$ cat config.mk
export PLATFORM = sky130hd
export DESIGN_NAME = pni_cell
export DESIGN_NICKNAME = d
export VERILOG_FILES = /design/src/hw/rtl/pni_pkg.sv /design/src/hw/rtl/pni_cell.sv
export SDC_FILE = /design/constraint.sdc
export NUM_CORES = 1
export LEC_CHECK = 0
export ABC_AREA = 1
export ABC_CLOCK_PERIOD_IN_PS = 7200
export BUFFER_PORTS_ARGS = -buffer_cell sky130_fd_sc_hd__buf_2
export CORE_ASPECT_RATIO = 0.75
export CORE_MARGIN = 3
export CORE_UTILIZATION = 54
export DETAILED_ROUTE_END_ITERATION = 10
export PLACE_DENSITY = 0.79
export SLEW_MARGIN = 20
export SYNTH_ARGS = -nofsm -noshare
export SYNTH_HDL_FRONTEND = slang
export SYNTH_SLANG_ARGS = --single-unit
$ cat constraint.sdc
create_clock -name clk -period 7.2 [get_ports clk]
set_clock_uncertainty 0.1 [all_clocks]
set_input_delay 0.36 -clock clk [delete_from_list [all_inputs] [get_ports clk]]
set_output_delay 0.36 -clock clk [all_outputs]
set_load 0.005 [all_outputs]
$ cat src/hw/rtl/pni_pkg.sv
`timescale 1ns / 1ps

package pni_pkg;

  localparam int unsigned PALETTE_ENTRIES_DEF = 255;
  localparam int unsigned ROM_ENTRIES         = 256;
  localparam int unsigned COLOUR_ENTRIES      = 128;

  // 3 * 255^2 = 195075 needs 18 bits
  localparam int unsigned DIST_W = 18;
  typedef logic [DIST_W-1:0] dist_t;
  localparam dist_t START_BOUND = 18'd99999;

  typedef struct packed {
    logic [7:0] r;
    logic [7:0] g;
    logic [7:0] b;
  } rgb_t;

  // token handed from cell to cell along the chain
  typedef struct packed {
    logic       vld;
    logic [7:0] red;
    logic [7:0] green;
    logic [7:0] blue;
    dist_t      best;
    logic [7:0] idx;
  } pni_tok_t;

  // colour half of the palette, entries 128..255
  localparam logic [7:0] COLOUR_ROM [COLOUR_ENTRIES][3] = '{
    '{8'd0,8'd0,8'd9},       '{8'd2,8'd0,8'd16},      '{8'd4,8'd0,8'd24},
    '{8'd6,8'd0,8'd31},      '{8'd8,8'd0,8'd38},      '{8'd10,8'd0,8'd45},
    '{8'd12,8'd0,8'd53},     '{8'd14,8'd0,8'd60},     '{8'd17,8'd0,8'd67},
    '{8'd19,8'd0,8'd74},     '{8'd21,8'd0,8'd82},     '{8'd23,8'd0,8'd89},
    '{8'd25,8'd0,8'd96},     '{8'd27,8'd0,8'd103},    '{8'd29,8'd0,8'd111},
    '{8'd31,8'd0,8'd118},    '{8'd36,8'd0,8'd120},    '{8'd41,8'd0,8'd121},
    '{8'd46,8'd0,8'd122},    '{8'd51,8'd0,8'd123},    '{8'd56,8'd0,8'd124},
    '{8'd61,8'd0,8'd125},    '{8'd66,8'd0,8'd126},    '{8'd71,8'd0,8'd127},
    '{8'd76,8'd1,8'd128},    '{8'd81,8'd1,8'd129},    '{8'd86,8'd1,8'd130},
    '{8'd91,8'd1,8'd131},    '{8'd96,8'd1,8'd132},    '{8'd101,8'd1,8'd133},
    '{8'd106,8'd1,8'd134},   '{8'd111,8'd1,8'd135},   '{8'd116,8'd1,8'd136},
    '{8'd121,8'd1,8'd136},   '{8'd125,8'd2,8'd137},   '{8'd130,8'd2,8'd137},
    '{8'd135,8'd3,8'd137},   '{8'd139,8'd3,8'd138},   '{8'd144,8'd3,8'd138},
    '{8'd149,8'd4,8'd138},   '{8'd153,8'd4,8'd139},   '{8'd158,8'd5,8'd139},
    '{8'd163,8'd5,8'd139},   '{8'd167,8'd5,8'd140},   '{8'd172,8'd6,8'd140},
    '{8'd177,8'd6,8'd140},   '{8'd181,8'd7,8'd141},   '{8'd186,8'd7,8'd141},
    '{8'd189,8'd10,8'd137},  '{8'd191,8'd13,8'd132},  '{8'd194,8'd16,8'd127},
    '{8'd196,8'd19,8'd121},  '{8'd198,8'd22,8'd116},  '{8'd200,8'd25,8'd111},
    '{8'd203,8'd28,8'd106},  '{8'd205,8'd31,8'd101},  '{8'd207,8'd34,8'd95},
    '{8'd209,8'd37,8'd90},   '{8'd212,8'd40,8'd85},   '{8'd214,8'd43,8'd80},
    '{8'd216,8'd46,8'd75},   '{8'd218,8'd49,8'd69},   '{8'd221,8'd52,8'd64},
    '{8'd223,8'd55,8'd59},   '{8'd224,8'd57,8'd49},   '{8'd225,8'd60,8'd47},
    '{8'd226,8'd64,8'd44},   '{8'd227,8'd67,8'd42},   '{8'd228,8'd71,8'd39},
    '{8'd229,8'd74,8'd37},   '{8'd230,8'd78,8'd34},   '{8'd231,8'd81,8'd32},
    '{8'd231,8'd85,8'd29},   '{8'd232,8'd88,8'd27},   '{8'd233,8'd92,8'd24},
    '{8'd234,8'd95,8'd22},   '{8'd235,8'd99,8'd19},   '{8'd236,8'd102,8'd17},
    '{8'd237,8'd106,8'd14},  '{8'd238,8'd109,8'd12},  '{8'd239,8'd112,8'd12},
    '{8'd240,8'd116,8'd12},  '{8'd240,8'd119,8'd12},  '{8'd241,8'd123,8'd12},
    '{8'd241,8'd127,8'd12},  '{8'd242,8'd130,8'd12},  '{8'd242,8'd134,8'd12},
    '{8'd243,8'd138,8'd12},  '{8'd243,8'd141,8'd13},  '{8'd244,8'd145,8'd13},
    '{8'd244,8'd149,8'd13},  '{8'd245,8'd152,8'd13},  '{8'd245,8'd156,8'd13},
    '{8'd246,8'd160,8'd13},  '{8'd246,8'd163,8'd13},  '{8'd247,8'd167,8'd13},
    '{8'd247,8'd171,8'd13},  '{8'd248,8'd175,8'd14},  '{8'd248,8'd178,8'd15},
    '{8'd249,8'd182,8'd16},  '{8'd249,8'd185,8'd18},  '{8'd250,8'd189,8'd19},
    '{8'd250,8'd192,8'd20},  '{8'd251,8'd196,8'd21},  '{8'd251,8'd199,8'd22},
    '{8'd252,8'd203,8'd23},  '{8'd252,8'd206,8'd24},  '{8'd253,8'd210,8'd25},
    '{8'd253,8'd213,8'd27},  '{8'd254,8'd217,8'd28},  '{8'd254,8'd220,8'd29},
    '{8'd255,8'd224,8'd30},  '{8'd255,8'd227,8'd39},  '{8'd255,8'd229,8'd53},
    '{8'd255,8'd231,8'd67},  '{8'd255,8'd233,8'd81},  '{8'd255,8'd234,8'd95},
    '{8'd255,8'd236,8'd109}, '{8'd255,8'd238,8'd123}, '{8'd255,8'd240,8'd137},
    '{8'd255,8'd242,8'd151}, '{8'd255,8'd244,8'd165}, '{8'd255,8'd246,8'd179},
    '{8'd255,8'd248,8'd193}, '{8'd255,8'd249,8'd207}, '{8'd255,8'd251,8'd221},
    '{8'd255,8'd253,8'd235}, '{8'd255,8'd255,8'd24}
  };

  // entries 0..127 are a grey ramp: 255,253,..,129 then 126,124,..,0
  function automatic rgb_t palette_entry(input logic [7:0] idx);
    logic [7:0] lvl;
    rgb_t       c;
    if (!idx[7]) begin
      if (!idx[6]) begin
        lvl = 8'd255 - {1'b0, idx[5:0], 1'b0};
      end else begin
        lvl = 8'd126 - {1'b0, idx[5:0], 1'b0};
      end
      c = '{r: lvl, g: lvl, b: lvl};
    end else begin
      c = '{r: COLOUR_ROM[idx[6:0]][0],
            g: COLOUR_ROM[idx[6:0]][1],
            b: COLOUR_ROM[idx[6:0]][2]};
    end
    return c;
  endfunction

endpackage

$ cat src/hw/rtl/pni_cell.sv
`timescale 1ns / 1ps

module pni_cell #(
  parameter int unsigned ENTRY = 0
) (
  input  logic              clk,
  input  logic              rst_n,
  input  pni_pkg::pni_tok_t tok_i,
  output pni_pkg::pni_tok_t tok_o
);
  import pni_pkg::*;

  localparam logic [7:0] ENTRY_IDX = ENTRY[7:0];
  localparam rgb_t       PAL       = palette_entry(ENTRY_IDX);

  logic [7:0]  dr, dg, db;
  logic [15:0] sr, sg, sb;
  dist_t       sq_sum;
  logic        win;

  pni_tok_t tok_r;

  always_comb begin
    dr     = (tok_i.red   > PAL.r) ? tok_i.red   - PAL.r : PAL.r - tok_i.red;
    dg     = (tok_i.green > PAL.g) ? tok_i.green - PAL.g : PAL.g - tok_i.green;
    db     = (tok_i.blue  > PAL.b) ? tok_i.blue  - PAL.b : PAL.b - tok_i.blue;
    sr     = {8'd0, dr} * {8'd0, dr};
    sg     = {8'd0, dg} * {8'd0, dg};
    sb     = {8'd0, db} * {8'd0, db};
    sq_sum = {2'b00, sr} + {2'b00, sg} + {2'b00, sb};
    // strictly smaller only, so the lower index keeps a tie
    win    = (sq_sum < tok_i.best);
  end

  always_ff @(posedge clk) begin
    if (!rst_n) begin
      tok_r.vld <= 1'b0;
    end else begin
      tok_r.vld <= tok_i.vld;
    end
    tok_r.red   <= tok_i.red;
    tok_r.green <= tok_i.green;
    tok_r.blue  <= tok_i.blue;
    tok_r.best  <= win ? sq_sum : tok_i.best;
    tok_r.idx   <= win ? ENTRY_IDX : tok_i.idx;
  end

  assign tok_o = tok_r;

endmodule

==> run summary, run 1 <==
In the final routed layout, each cell accounts on average for 13.2 um. By instance count, the cell type seen most on the critical path is sky130_fd_sc_hd__nand2_1. The detailed-route wire length was 15.8 mm; the max-slew violation total from the final report was 0. The run gives 918 as the count of mapped cells out of synthesis.

The flow ran to the end, and the final reports show no timing, DRC or antenna violations. Sequential elements use 13.6% of the synthesized area. The I/O pin count was 104; the portion of netlist area occupied by mux cells was 0%.

The compound-cell area share of the yosys netlist was 2.08%. Most common cell after layout, fill and taps aside: sky130_fd_sc_hd__inv_1. Counting instances, the worst hold path has a depth of 3. Sort of element at the start of the critical path: a primary input. The proportion of layout cells with a drive suffix above 1 is 13.3%. The worst path in the final design needs a cycle of 6.84 ns, including I/O delays and setup. The share of synthesized cell area in full adder, half adder and majority cells is 51.8%, and the worst-margin pin slew is 0.321 ns. The average cell area after synthesis was 8.19 sq um; the flip-flop count of the largest register, all copies and words added was 51. After detailed routing, the number of remaining DRC violations is 0. In this run, CTS created clock tree buffers numbering 5. The largest single stage delay on the critical path is 0.56 ns. The cell area that synthesis handed to floorplanning was 7520 sq um.

Buffers added to address setup during post-CTS repair amount to 0. After the last flow step, the layout net total stands at 1311. The area of the placeable core is 13300 sq um, and the post-synthesis to final-layout area growth is 12.6%. The beginning of the worst hold path is tok_i[3].

On the critical path, the stage with the largest delay is an instance of sky130_fd_sc_hd__fa_1. Effective utilization at floorplan: 56.6%. The worst hold path terminates at tok_o[3]. The total number of vias was 5686. The number of antenna diodes in the final layout is 0. Dividing the final minimum period by the clock period gives 95.0%.

Along the worst path, the maximum fanout reaches 26. The first detailed-routing pass ran for 5 iterations. Counting distinct cell types in the post-synthesis netlist gives 28. The path class of the tightest hold or removal check is in -> reg. The congestion estimate from routability-driven global placement came to 0.916.

The net count after synthesis is 1203. The tools report the arrival time at the worst endpoint as 6.94 ns. The biggest area contributor in the post-synthesis netlist is sky130_fd_sc_hd__fa_1.

In this run, the number of DRC markers left after iteration 0 of detailed routing was 314. Once detail routing completed, the nets flagged for antenna violations numbered 0. The global routing usage summed across all routing layers is 22.8%, and the register clock-pin slew on the reported worst setup and hold paths is 0.08 ns. The number of max-cap violations is 0, and the hold-fix buffer count after cts is 0. The top achievable clock speed came out at 146 MHz. The setup path with the least slack is of type in -> reg. The number of placement rows is 36. The number of synthesized register bits is 51, and the chip width is 142 um. The global-route wire length before repair is 27.6 mm.

The placed wire-length estimate after detailed placement is 13.8 mm. The multi-input logic area is 5340 sq um. By area the synthesized netlist is led by sky130_fd_sc_hd__fa_1, sky130_fd_sc_hd__ha_1, sky130_fd_sc_hd__inv_1. The filler cells instantiated in the layout total 1125. TritonCTS built the clock tree. In the final timing run, aggregate negative setup slack is 0 ns. The number of antenna violations at the first check in global routing came out at 0. Pin count of the biggest net entering global routing: 27. For the maximum count of clock buffers along a single path, the log shows 2.

The H-tree was split into 2 levels. After Yosys synthesis, XOR and XNOR cells account for 1.63% of the synthesized area. The number of endpoints with negative hold slack in the final report is 0, and the portion of synthesized cell area occupied by the leading cell type is 35.1%. The die boundary height is 108 um.

Main combinational cell family by area after synthesis: adder cells. STA classifies the critical path endpoint as a flip-flop. The sequential cells in the finished layout cover a total of 1020 sq um.

The clock drives 51 sinks. The via count of the first global-routing pass was 5933. The relative max-transition margin was 78.4%; the number of buffers added on ports was 103. The library cells used most frequently in the layout, excluding fill and tap cells, are sky130_fd_sc_hd__inv_1, sky130_fd_sc_hd__nand2_1, sky130_fd_sc_hd__fa_1, sky130_fd_sc_hd__buf_2, sky130_fd_sc_hd__ha_1. Setup violations remaining at the end of the flow were counted as 0. At the worst endpoint, the required time is 7.30 ns. Setup repair after global routing left no endpoint under its margin.

Yosys printed 0 warnings. After Yosys synthesis, and, or, nand and nor cells account for 15.4% of the synthesized area. The via density per instance was 4.75.

The die covers 15400 sq um. The master cell of the clock root buffer is sky130_fd_sc_hd__clkbuf_16. Summed over all layers, the global routing overflow is 0.
==> per-layer routing <==
metal	track usage, %	wire [um]	up-vias
li1	-	-	2826
met1	32.3	7250	2691
met2	37.9	7360	149
met3	3.18	982	20
met4	4.45	214	0
met5	0	0	-
==> critical path, delay by kind of cell <==
kind	cells	cell delay, ns
adders and majority gates	9	4.28
buffers and inverters	7	0.72
and+or+nand+nor	12	1.06
AOI/OAI and AO/OA	3	0.51
==> how the worst max path moves through the flow <==
stage | startpoint | endpoint | slack (ns)
4_1_cts | tok_i[43] | tok_o[10] | 0.34
3_3_place_gp | tok_i[43] | tok_o[21] | 0.20
5_1_grt | tok_i[43] | tok_o[19] | 0.02
3_5_place_dp | tok_i[43] | tok_o[10] | 0.09
2_1_floorplan | tok_i[43] | tok_o[15] | 0.42
6_report | tok_i[47] | tok_o[10] | 0.36
==> cell usage after synthesis <==
| master | instances |
|---|---|
| sky130_fd_sc_hd__clkbuf_1 | 12 |
| sky130_fd_sc_hd__or2_2 | 4 |
| sky130_fd_sc_hd__nand2_1 | 166 |
| sky130_fd_sc_hd__nor2_2 | 1 |
| sky130_fd_sc_hd__o21ai_1 | 1 |
| sky130_fd_sc_hd__o21ai_0 | 2 |
| sky130_fd_sc_hd__o21bai_1 | 2 |
| sky130_fd_sc_hd__dfxtp_1 | 51 |
| sky130_fd_sc_hd__inv_1 | 290 |
| sky130_fd_sc_hd__xnor2_1 | 4 |
| sky130_fd_sc_hd__a21o_1 | 4 |
| sky130_fd_sc_hd__nand2_2 | 1 |
| sky130_fd_sc_hd__ha_1 | 100 |
| sky130_fd_sc_hd__nand4_1 | 4 |
| sky130_fd_sc_hd__nand3b_1 | 1 |
| sky130_fd_sc_hd__a21oi_1 | 16 |
| sky130_fd_sc_hd__buf_6 | 3 |
| sky130_fd_sc_hd__nand3_2 | 2 |
| sky130_fd_sc_hd__nor2_1 | 89 |
| sky130_fd_sc_hd__nor2_4 | 1 |
| sky130_fd_sc_hd__a21oi_2 | 1 |
| sky130_fd_sc_hd__xor2_1 | 10 |
| sky130_fd_sc_hd__and2_1 | 3 |
| sky130_fd_sc_hd__nor3_1 | 1 |
| sky130_fd_sc_hd__nand3_1 | 15 |
| sky130_fd_sc_hd__o31ai_1 | 1 |
| sky130_fd_sc_hd__fa_1 | 132 |
| sky130_fd_sc_hd__inv_2 | 1 |
==> metrics by stage <==
| step | setup WS, ns | cell area (sq um) | std cells | hold slack [ns] | util, % |
|---|---|---|---|---|---|
| floorplan | 0.419 | 7520 | 918 | 0.288 | - |
| global placement | 0.200 | 8300 | 1190 | 0.436 | 62.4 |
| detailed placement | 0.0934 | 8300 | 1190 | 0.446 | 62.4 |
| CTS | 0.344 | 8460 | 1198 | 0.136 | 63.7 |
| global route | 0.0169 | 8470 | 1198 | 0.150 | 63.7 |
| finish | 0.358 | 8470 | 1198 | 0.140 | 63.7 |
==> timing repair <==
item	CTS	global route
gates resized for setup	0	2
setup endpoints to repair	0	22
endpoints found under the hold margin	0	0
==> area by class of cell <==
cell class                      instances  share of cell area, %
Clock buffer                            5                   1.48
Clock inverter                          3                  0.517
Inverter                              291                   12.9
Multi-Input combinational cell        561                   63.0
Sequential cell                        51                   12.1
Tap cell                              171                   2.53
Timing Repair Buffer                  116                   7.53
==> cell families after synthesis <==
group | Yosys count
compound gates | 27
flops | 51
xor+xnor | 14
buf+inv | 306
simple gates | 288
fa+ha+maj | 232
Power of run 1 is not shown: default switching activity piles up to over one toggle a cycle in this logic, so the estimate is an artifact.
==> run 2: changes to the inputs <==
--- a/config.mk
+++ b/config.mk
@@ -10,9 +10,8 @@
 export BUFFER_PORTS_ARGS = -buffer_cell sky130_fd_sc_hd__buf_2
 export CORE_ASPECT_RATIO = 0.75
 export CORE_MARGIN = 3
-export CORE_UTILIZATION = 54
+export CORE_UTILIZATION = 25
 export DETAILED_ROUTE_END_ITERATION = 10
-export PLACE_DENSITY = 0.79
 export SLEW_MARGIN = 20
 export SYNTH_ARGS = -nofsm -noshare
 export SYNTH_HDL_FRONTEND = slang
==> run 2 against run 1 <==
  * Via count decreased by 0.47%
  * Worst setup slack improved by 0.065 ns
  * Global-route usage decreased by 11 points
  * Non-clock buffer count increased by 10
  * Critical path depth increased by 1
  * Critical endpoint is now tok_o[15]
  * Largest cell class unchanged
  * Highest routed layer unchanged
==> run summary, run 2 (synthesis gave the netlist of run 1 again) <==
The flow ran to the end, and the final reports show no timing, DRC or antenna violations. Count of routing violations after the opening detailed-route iteration: 307 (was 314). The die boundary height was 156 um (was 108 um).

The pin count of the biggest net entering global routing is 17 (was 27), and the design area is 8770 sq um (was 8470 sq um). The final weighted congestion in routability-driven placement came out at 0.856 (was 0.916). The cell type of the slowest stage on the worst timing path was sky130_fd_sc_hd__fa_1 (unchanged). The run gives 7.31 ns (was 7.30 ns) as the critical path data required time. Master cell of the clock root buffer: sky130_fd_sc_hd__clkbuf_16 (unchanged).

The total number of vias is 5659 (was 5686). Most common cell after layout, fill and taps aside: sky130_fd_sc_hd__inv_1 (unchanged). The tools report the post-CTS setup-driven buffer insertion count as 0 (unchanged).

The library cell appearing most often on the critical path was sky130_fd_sc_hd__nand2_1 (unchanged). Number of max-cap violations: 0 (unchanged). The number of buffers created by CTS was 5 (unchanged); the number of antenna-violating nets in the routed design was 0 (unchanged). The post-route clock period utilization was 94.1% (was 95.0%); the biggest fanout along the worst timing path was 10 (was 26). The aggregate global routing overflow was 0 (unchanged). The delay of the slowest cell on the worst path came out at 0.55 ns (was 0.56 ns). The effective utilization at floorplan is 25.7% (was 56.6%). The run gives 0 ns (unchanged) as the total negative slack for setup checks. The global routing usage summed across all routing layers was 11.9% (was 22.8%); the worst-margin pin slew was 0.324 ns (was 0.321 ns).

Placed cell area: 8620 sq um (was 8300 sq um). The type of the worst setup path is in -> reg (unchanged). The detailed-route wire length came out at 17.9 mm (was 15.8 mm). Commonest cells after routing, fill and taps aside: sky130_fd_sc_hd__inv_1, sky130_fd_sc_hd__nand2_1, sky130_fd_sc_hd__fa_1, sky130_fd_sc_hd__buf_2, sky130_fd_sc_hd__ha_1 (unchanged).

Sort of element at the start of the critical path: a primary input (unchanged). Number of placement rows: 54 (was 36). The number of buffers added on ports works out to 103 (unchanged). Top achievable clock speed: 148 MHz (was 146 MHz). The path class of the lowest-slack min-delay path is in -> reg (unchanged).

The tools report the critical path endpoint category as a flip-flop (unchanged). For the number of nets at the end of the flow, the log shows 1321 (was 1311). The logs give 0 (unchanged) for the count of unresolved DRC violations after routing and 4 (was 5) for the first-pass iteration count of the detailed router.

The tools report the number of antenna violations at the first check in global routing as 0 (unchanged). Number of sinks handled by clock tree synthesis: 51 (unchanged). The H-tree depth reported by CTS is 2 (unchanged), and the number of antenna cells inserted is 0 (unchanged). Shortest clock period the worst path allows after layout: 6.78 ns (was 6.84 ns). The worst setup slack after placement was -0.0372 ns (was 0.0934 ns); the placed wire-length estimate after detailed placement was 16.0 mm (was 13.8 mm). Area of the placeable core: 29300 sq um (was 13300 sq um).

The maximum count of clock buffers along a single path was 2 (unchanged); the average wire length per cell after detail routing was 12.6 um (was 13.2 um). The max-slew violation total from the final report is 0 (unchanged), and the via count of the first global-routing pass is 5741 (was 5933). The tools report the number of endpoints with negative hold slack in the final report as 0 (unchanged).

For the relative max-transition margin, the log shows 78.2% (was 78.4%). The post-synthesis to final-layout area growth was 16.7% (was 12.6%); the proportion of layout cells with a drive suffix above 1 was 14.1% (was 13.3%). The final setup violation count came out at 0 (unchanged).

TritonCTS built the clock tree. Setup repair after global routing left no endpoint under its margin. The register clock-pin slew on the reported worst setup and hold paths was 0.07 ns (was 0.08 ns); the chip width was 206 um (was 142 um). The overall die area is 32200 sq um (was 15400 sq um).

The flip-flop count of the largest register, all copies and words added was 51 (unchanged); the I/O pin count was 104 (unchanged). Global-route wire length before repair: 29.3 mm (was 27.6 mm). The run gives 6.89 ns (was 6.94 ns) as the arrival time at the worst endpoint. The via density per instance came out at 3.96 (was 4.75). The slack of the critical path came out at 0.424 ns (was 0.358 ns).
[run 2: cell types whose count changed in the layout (fill, tap and decap cells not counted)]
cell and change:
sky130_fd_sc_hd__bufinv_16 -1, sky130_fd_sc_hd__nand3_2 +1, sky130_fd_sc_hd__buf_6 +1, sky130_fd_sc_hd__clkinv_4 -1, sky130_fd_sc_hd__nand3_1 -1, sky130_fd_sc_hd__buf_12 -2, sky130_fd_sc_hd__clkinvlp_4 +1, sky130_fd_sc_hd__nor2_1 +1
sky130_fd_sc_hd__nor2_2 -1, sky130_fd_sc_hd__buf_4 +11, sky130_fd_sc_hd__clkbuf_1 +1
[run 2: worst paths after layout]
check	cells after the start	startpoint	end
setup / recovery	32	tok_i[29]	tok_o[15]
hold / removal	3	tok_i[50]	tok_o[50]
[run 2: what timing repair did]
action,4_1_cts,5_1_grt
hold buffers,0,0
endpoints found under the setup margin,0,26
gates resized for setup,0,3
[run 2: area by class of cell]
| cell class | count | area (sq um) |
|---|---|---|
| Clock buffer | 6 | 129 |
| Clock inverter | 2 | 12.5 |
| Fill cell | 3186 | 20500 |
| Inverter | 291 | 1090 |
| Multi-Input combinational cell | 561 | 5340 |
| Sequential cell | 51 | 1020 |
| Tap cell | 392 | 490 |
| Timing Repair Buffer | 126 | 692 |
[run 2: per-layer routing]
layer	wire length [um]	global-route usage (%)
met1	8950	17.4
met2	7570	17.9
met3	1240	2.87
met4	184	2.36
met5	0	0
[run 2: metrics by stage]
step	hold WS, ns	util [%]	instances
2_1_floorplan	0.288	-	918
3_3_place_gp	0.435	29.4	1421
3_5_place_dp	0.442	29.4	1421
4_1_cts	0.103	29.9	1429
5_1_grt	0.107	29.9	1429
6_report	0.118	29.9	1429
[run 2: critical path: cells and delay by family]
| family | cells | cell delay [ns] |
|---|---|---|
| simple gates | 15 | 1.43 |
| fa+ha+maj | 9 | 4.31 |
| buf+inv | 8 | 0.79 |
Power of run 2 is left out for the same reason.
==> run 3: changes to the inputs <==
--- a/config.mk
+++ b/config.mk
@@ -5,7 +5,7 @@
 export SDC_FILE = /design/constraint.sdc
 export NUM_CORES = 1
 export LEC_CHECK = 0
-export ABC_AREA = 1
+export ABC_AREA = 0
 export ABC_CLOCK_PERIOD_IN_PS = 7200
 export BUFFER_PORTS_ARGS = -buffer_cell sky130_fd_sc_hd__buf_2
 export CORE_ASPECT_RATIO = 0.75
==> run 3 against run 2 <==
  * The run now ends with design-rule violations, negative setup slack left
  * Flip-flop and latch count did not move
  * Worst setup slack got worse by 0.54 ns
  * Sequential share of layout area fell by 1.1 points
  * First-iteration DRC count fell by 2.9%
  * Synthesized cell count fell by 16%
  * Core utilization rose by 4.2 points
  * Critical path type unchanged
  * Critical endpoint is now tok_o[20]
  * Largest cell class unchanged
  * Highest routed layer is now met5
==> run summary, run 3 <==
The run finished, with violations left. The checks that failed: design-rule violations, negative setup slack. Post-synthesis cell type with the largest combined area: sky130_fd_sc_hd__fa_1 (unchanged). Setup repair after global routing could not meet its margin everywhere. The chip width was 204 um (was 206 um). The critical path data required time was 7.30 ns (was 7.31 ns); the number of synthesized register bits was 51 (unchanged). The average wire length per cell after detail routing is 13.6 um (was 12.6 um).

The combined area of all synthesized cells was 7350 sq um (was 7520 sq um); the number of antenna violations at the first check in global routing was 1 (was 0). The tools report the master cell of the clock root buffer as sky130_fd_sc_hd__clkbuf_16 (unchanged). The number of fill cells is 2942 (was 3186), and the I/O pin count is 104 (unchanged). The maximum count of clock buffers along a single path is 2 (unchanged), and the total number of vias is 5524 (was 5659). The logs give 17 (unchanged) for the pin count of the biggest net entering global routing and 0.883 (was 0.856) for the final weighted congestion in routability-driven placement. The post-route core utilization was 34.1% (was 29.9%).

The category of cells accounting for the largest share of critical-path delay is adder cells (unchanged). The most common cell after layout, fill and taps aside was sky130_fd_sc_hd__inv_1 (unchanged). Sort of element at the start of the critical path: a primary input (unchanged). The proportion of layout cells with a drive suffix above 1 was 33.8% (was 14.1%). Commonest cells after routing, fill and taps aside: sky130_fd_sc_hd__inv_1, sky130_fd_sc_hd__fa_1, sky130_fd_sc_hd__buf_4, sky130_fd_sc_hd__ha_1, sky130_fd_sc_hd__buf_2 (was sky130_fd_sc_hd__inv_1, sky130_fd_sc_hd__nand2_1, sky130_fd_sc_hd__fa_1, sky130_fd_sc_hd__buf_2, sky130_fd_sc_hd__ha_1). For the number of different library cells in the post-synthesis netlist, the log shows 48 (was 28). Number of enable flip-flop cells after synthesis: 0 (unchanged).

The run gives 30.7 mm (was 29.3 mm) as the global-route wire length before repair. The die boundary height was 154 um (was 156 um). The worst-margin pin slew is 0.399 ns (was 0.324 ns). The average cell area after synthesis came out at 9.49 sq um (was 8.19 sq um). The library cell appearing most often on the critical path is sky130_fd_sc_hd__fa_1 (was sky130_fd_sc_hd__nand2_1). The final setup violation count came out at 10 (was 0). The portion of synthesized cell area occupied by the leading cell type is 36.0% (was 35.1%).

The via density per instance was 4.04 (was 3.96); the slack of the critical path was -0.115 ns (was 0.424 ns). The most repeated cell in the gate-level netlist after synthesis was sky130_fd_sc_hd__inv_1 (unchanged). For the via count of the first global-routing pass, the log shows 6024 (was 5741). The tools report the max-slew violation total from the final report as 0 (unchanged).

The number of sinks handled by clock tree synthesis was 51 (unchanged). The logs give 0 (unchanged) for the Yosys warning count and 0 (unchanged) for the aggregate global routing overflow. Shortest clock period the worst path allows after layout: 7.32 ns (was 6.78 ns). Synth top area cells: sky130_fd_sc_hd__fa_1, sky130_fd_sc_hd__ha_1, sky130_fd_sc_hd__dfxtp_1 (was sky130_fd_sc_hd__fa_1, sky130_fd_sc_hd__ha_1, sky130_fd_sc_hd__inv_1). The type of the worst setup path is in -> reg (unchanged). The delay of the slowest cell on the worst path was 0.57 ns (was 0.55 ns); the number of nets at the end of the flow was 1266 (was 1321). TritonCTS built the clock tree. The post-route clock period utilization is 102% (was 94.1%), and the sum of routed wire segments on met1 is 9.28 mm (was 8.95 mm).

The flip-flop count of the largest register, all copies and words added was 51 (unchanged). The arrival time at the worst endpoint is 7.42 ns (was 6.89 ns), and the number of buffers added on ports is 103 (unchanged). The async set-or-reset flop fraction in the synthesized netlist is 0% (unchanged). The biggest fanout along the worst timing path was 5 (was 10). The tools report the H-tree depth reported by CTS as 2 (unchanged).

The tools report the detailed-routed wire length on met2 as 7.92 mm (was 7.57 mm). The most instantiated flip-flop cell in the synthesis netlist is sky130_fd_sc_hd__dfxtp_1 (unchanged). The count of mapped cells out of synthesis is 774 (was 918). The cell type of the slowest stage on the worst timing path was sky130_fd_sc_hd__fa_2 (was sky130_fd_sc_hd__fa_1). The detailed-route wire length is 18.5 mm (was 17.9 mm).

For the overall die area, the log shows 31500 sq um (was 32200 sq um). The logs give 8 (was 4) for the first-pass iteration count of the detailed router and 137 MHz (was 148 MHz) for the top achievable clock speed. Leading cell types by count after synthesis: sky130_fd_sc_hd__inv_1, sky130_fd_sc_hd__fa_1, sky130_fd_sc_hd__ha_1, sky130_fd_sc_hd__nor2_1, sky130_fd_sc_hd__dfxtp_1 (was sky130_fd_sc_hd__inv_1, sky130_fd_sc_hd__nand2_1, sky130_fd_sc_hd__fa_1, sky130_fd_sc_hd__ha_1, sky130_fd_sc_hd__nor2_1). The proportion of synthesized chip area in sequential cells came out at 13.9% (was 13.6%). The number of placement rows came out at 53 (was 54). The count of routing violations after the opening detailed-route iteration came out at 298 (was 307).

Number of endpoints with negative hold slack in the final report: 0 (unchanged). The relative max-transition margin is 73.2% (was 78.2%), and the number of buffers created by CTS is 5 (unchanged). The run gives 1059 (was 1203) as the net count after synthesis. The path class of the lowest-slack min-delay path is in -> reg (unchanged).

The placed wire-length estimate after detailed placement is 16.2 mm (was 16.0 mm). Uppermost layer routed: met5 (was met4). The count of buffering cells on the critical path with inverters included came out at 8 (unchanged). The number of antenna cells inserted is 0 (unchanged). The critical path endpoint category is a flip-flop (unchanged).

The number of max-cap violations is 0 (unchanged). The global routing usage summed across all routing layers is 12.5% (was 11.9%). The register clock-pin slew on the reported worst setup and hold paths works out to 0.07 ns (about the same).

For the worst setup slack after placement, the log shows -0.515 ns (was -0.0372 ns). The effective utilization at floorplan is 25.8% (was 25.7%). The number of antenna-violating nets in the routed design is 0 (unchanged). The run gives 1.08 mm (was 1.24 mm) as the length of routed met3 wiring. The post-synthesis to final-layout area growth was 32.2% (was 16.7%); the area of the placeable core was 28400 sq um (was 29300 sq um).

For the count of unresolved DRC violations after routing, the log shows 6 (was 0).
run 3: changes by cell type in the layout (fill, tap and decap cells not counted), moves of 12 or more:
cell / change
sky130_fd_sc_hd__inv_1: -83
sky130_fd_sc_hd__buf_4: +86
sky130_fd_sc_hd__nand2_1: -152
sky130_fd_sc_hd__buf_2: -14
sky130_fd_sc_hd__nor2b_1: +12
sky130_fd_sc_hd__nor2_1: -22
sky130_fd_sc_hd__mux2_2: +16
sky130_fd_sc_hd__inv_2: +20
run 3: through the flow:
step                      TNS, ns  cell area (sq um)  hold slack (ns)  std cells
after floorplan            -0.523               7550            0.288        774
after global placement      -7.21               9230            0.459       1352
after detailed placement   -11.22               9230            0.466       1352
after CTS                  -0.439               9620            0.108       1366
after global routing        -4.75               9710           0.0685       1367
final                      -0.924               9710           0.0822       1367
run 3: what timing repair did:
item                       in CTS  in global routing
resized for setup              48                 41
pin swaps                      33                 46
gates cloned                    1                  1
setup endpoints to repair      18                 26
setup buffers                   5                  1
hold buffers                    0                  0
run 3: worst paths after layout:
check,from,endpoint,slack [ns],cells past startpoint
max,tok_i[31],tok_o[20],-0.12,28
min,tok_i[31],tok_o[31],0.08,1
run 3: per-layer routing:
metal / global-route usage, % / up-vias
met5: 0 / -
met4: 2.55 / 2
met3: 2.80 / 15
met2: 19.0 / 119
met1: 18.2 / 2665
li1: - / 2723
run 3: cell type report:
class | count | area (sq um) | share of cell area, %
inverter | 229 | 862 | 8.87
tap | 385 | 482 | 4.96
clock buffer | 5 | 125 | 1.29
clock inverter | 3 | 43.8 | 0.451
multi-input combinational | 479 | 5690 | 58.5
sequential | 51 | 1020 | 10.5
timing repair buffer | 215 | 1500 | 15.4
run 3: cells by family after synthesis:
family | count (synthesis) | share of synthesized area, %
buffers and inverters | 244 | 12.7
adder cells (fa/ha/maj) | 232 | 53.0
AND/OR/NAND/NOR | 153 | 10.2
AO/OA/AOI/OAI | 56 | 4.96
flip-flops | 51 | 13.9
multiplexers | 23 | 3.53
XOR/XNOR | 15 | 1.79
Power of run 3 is left out for the same reason.
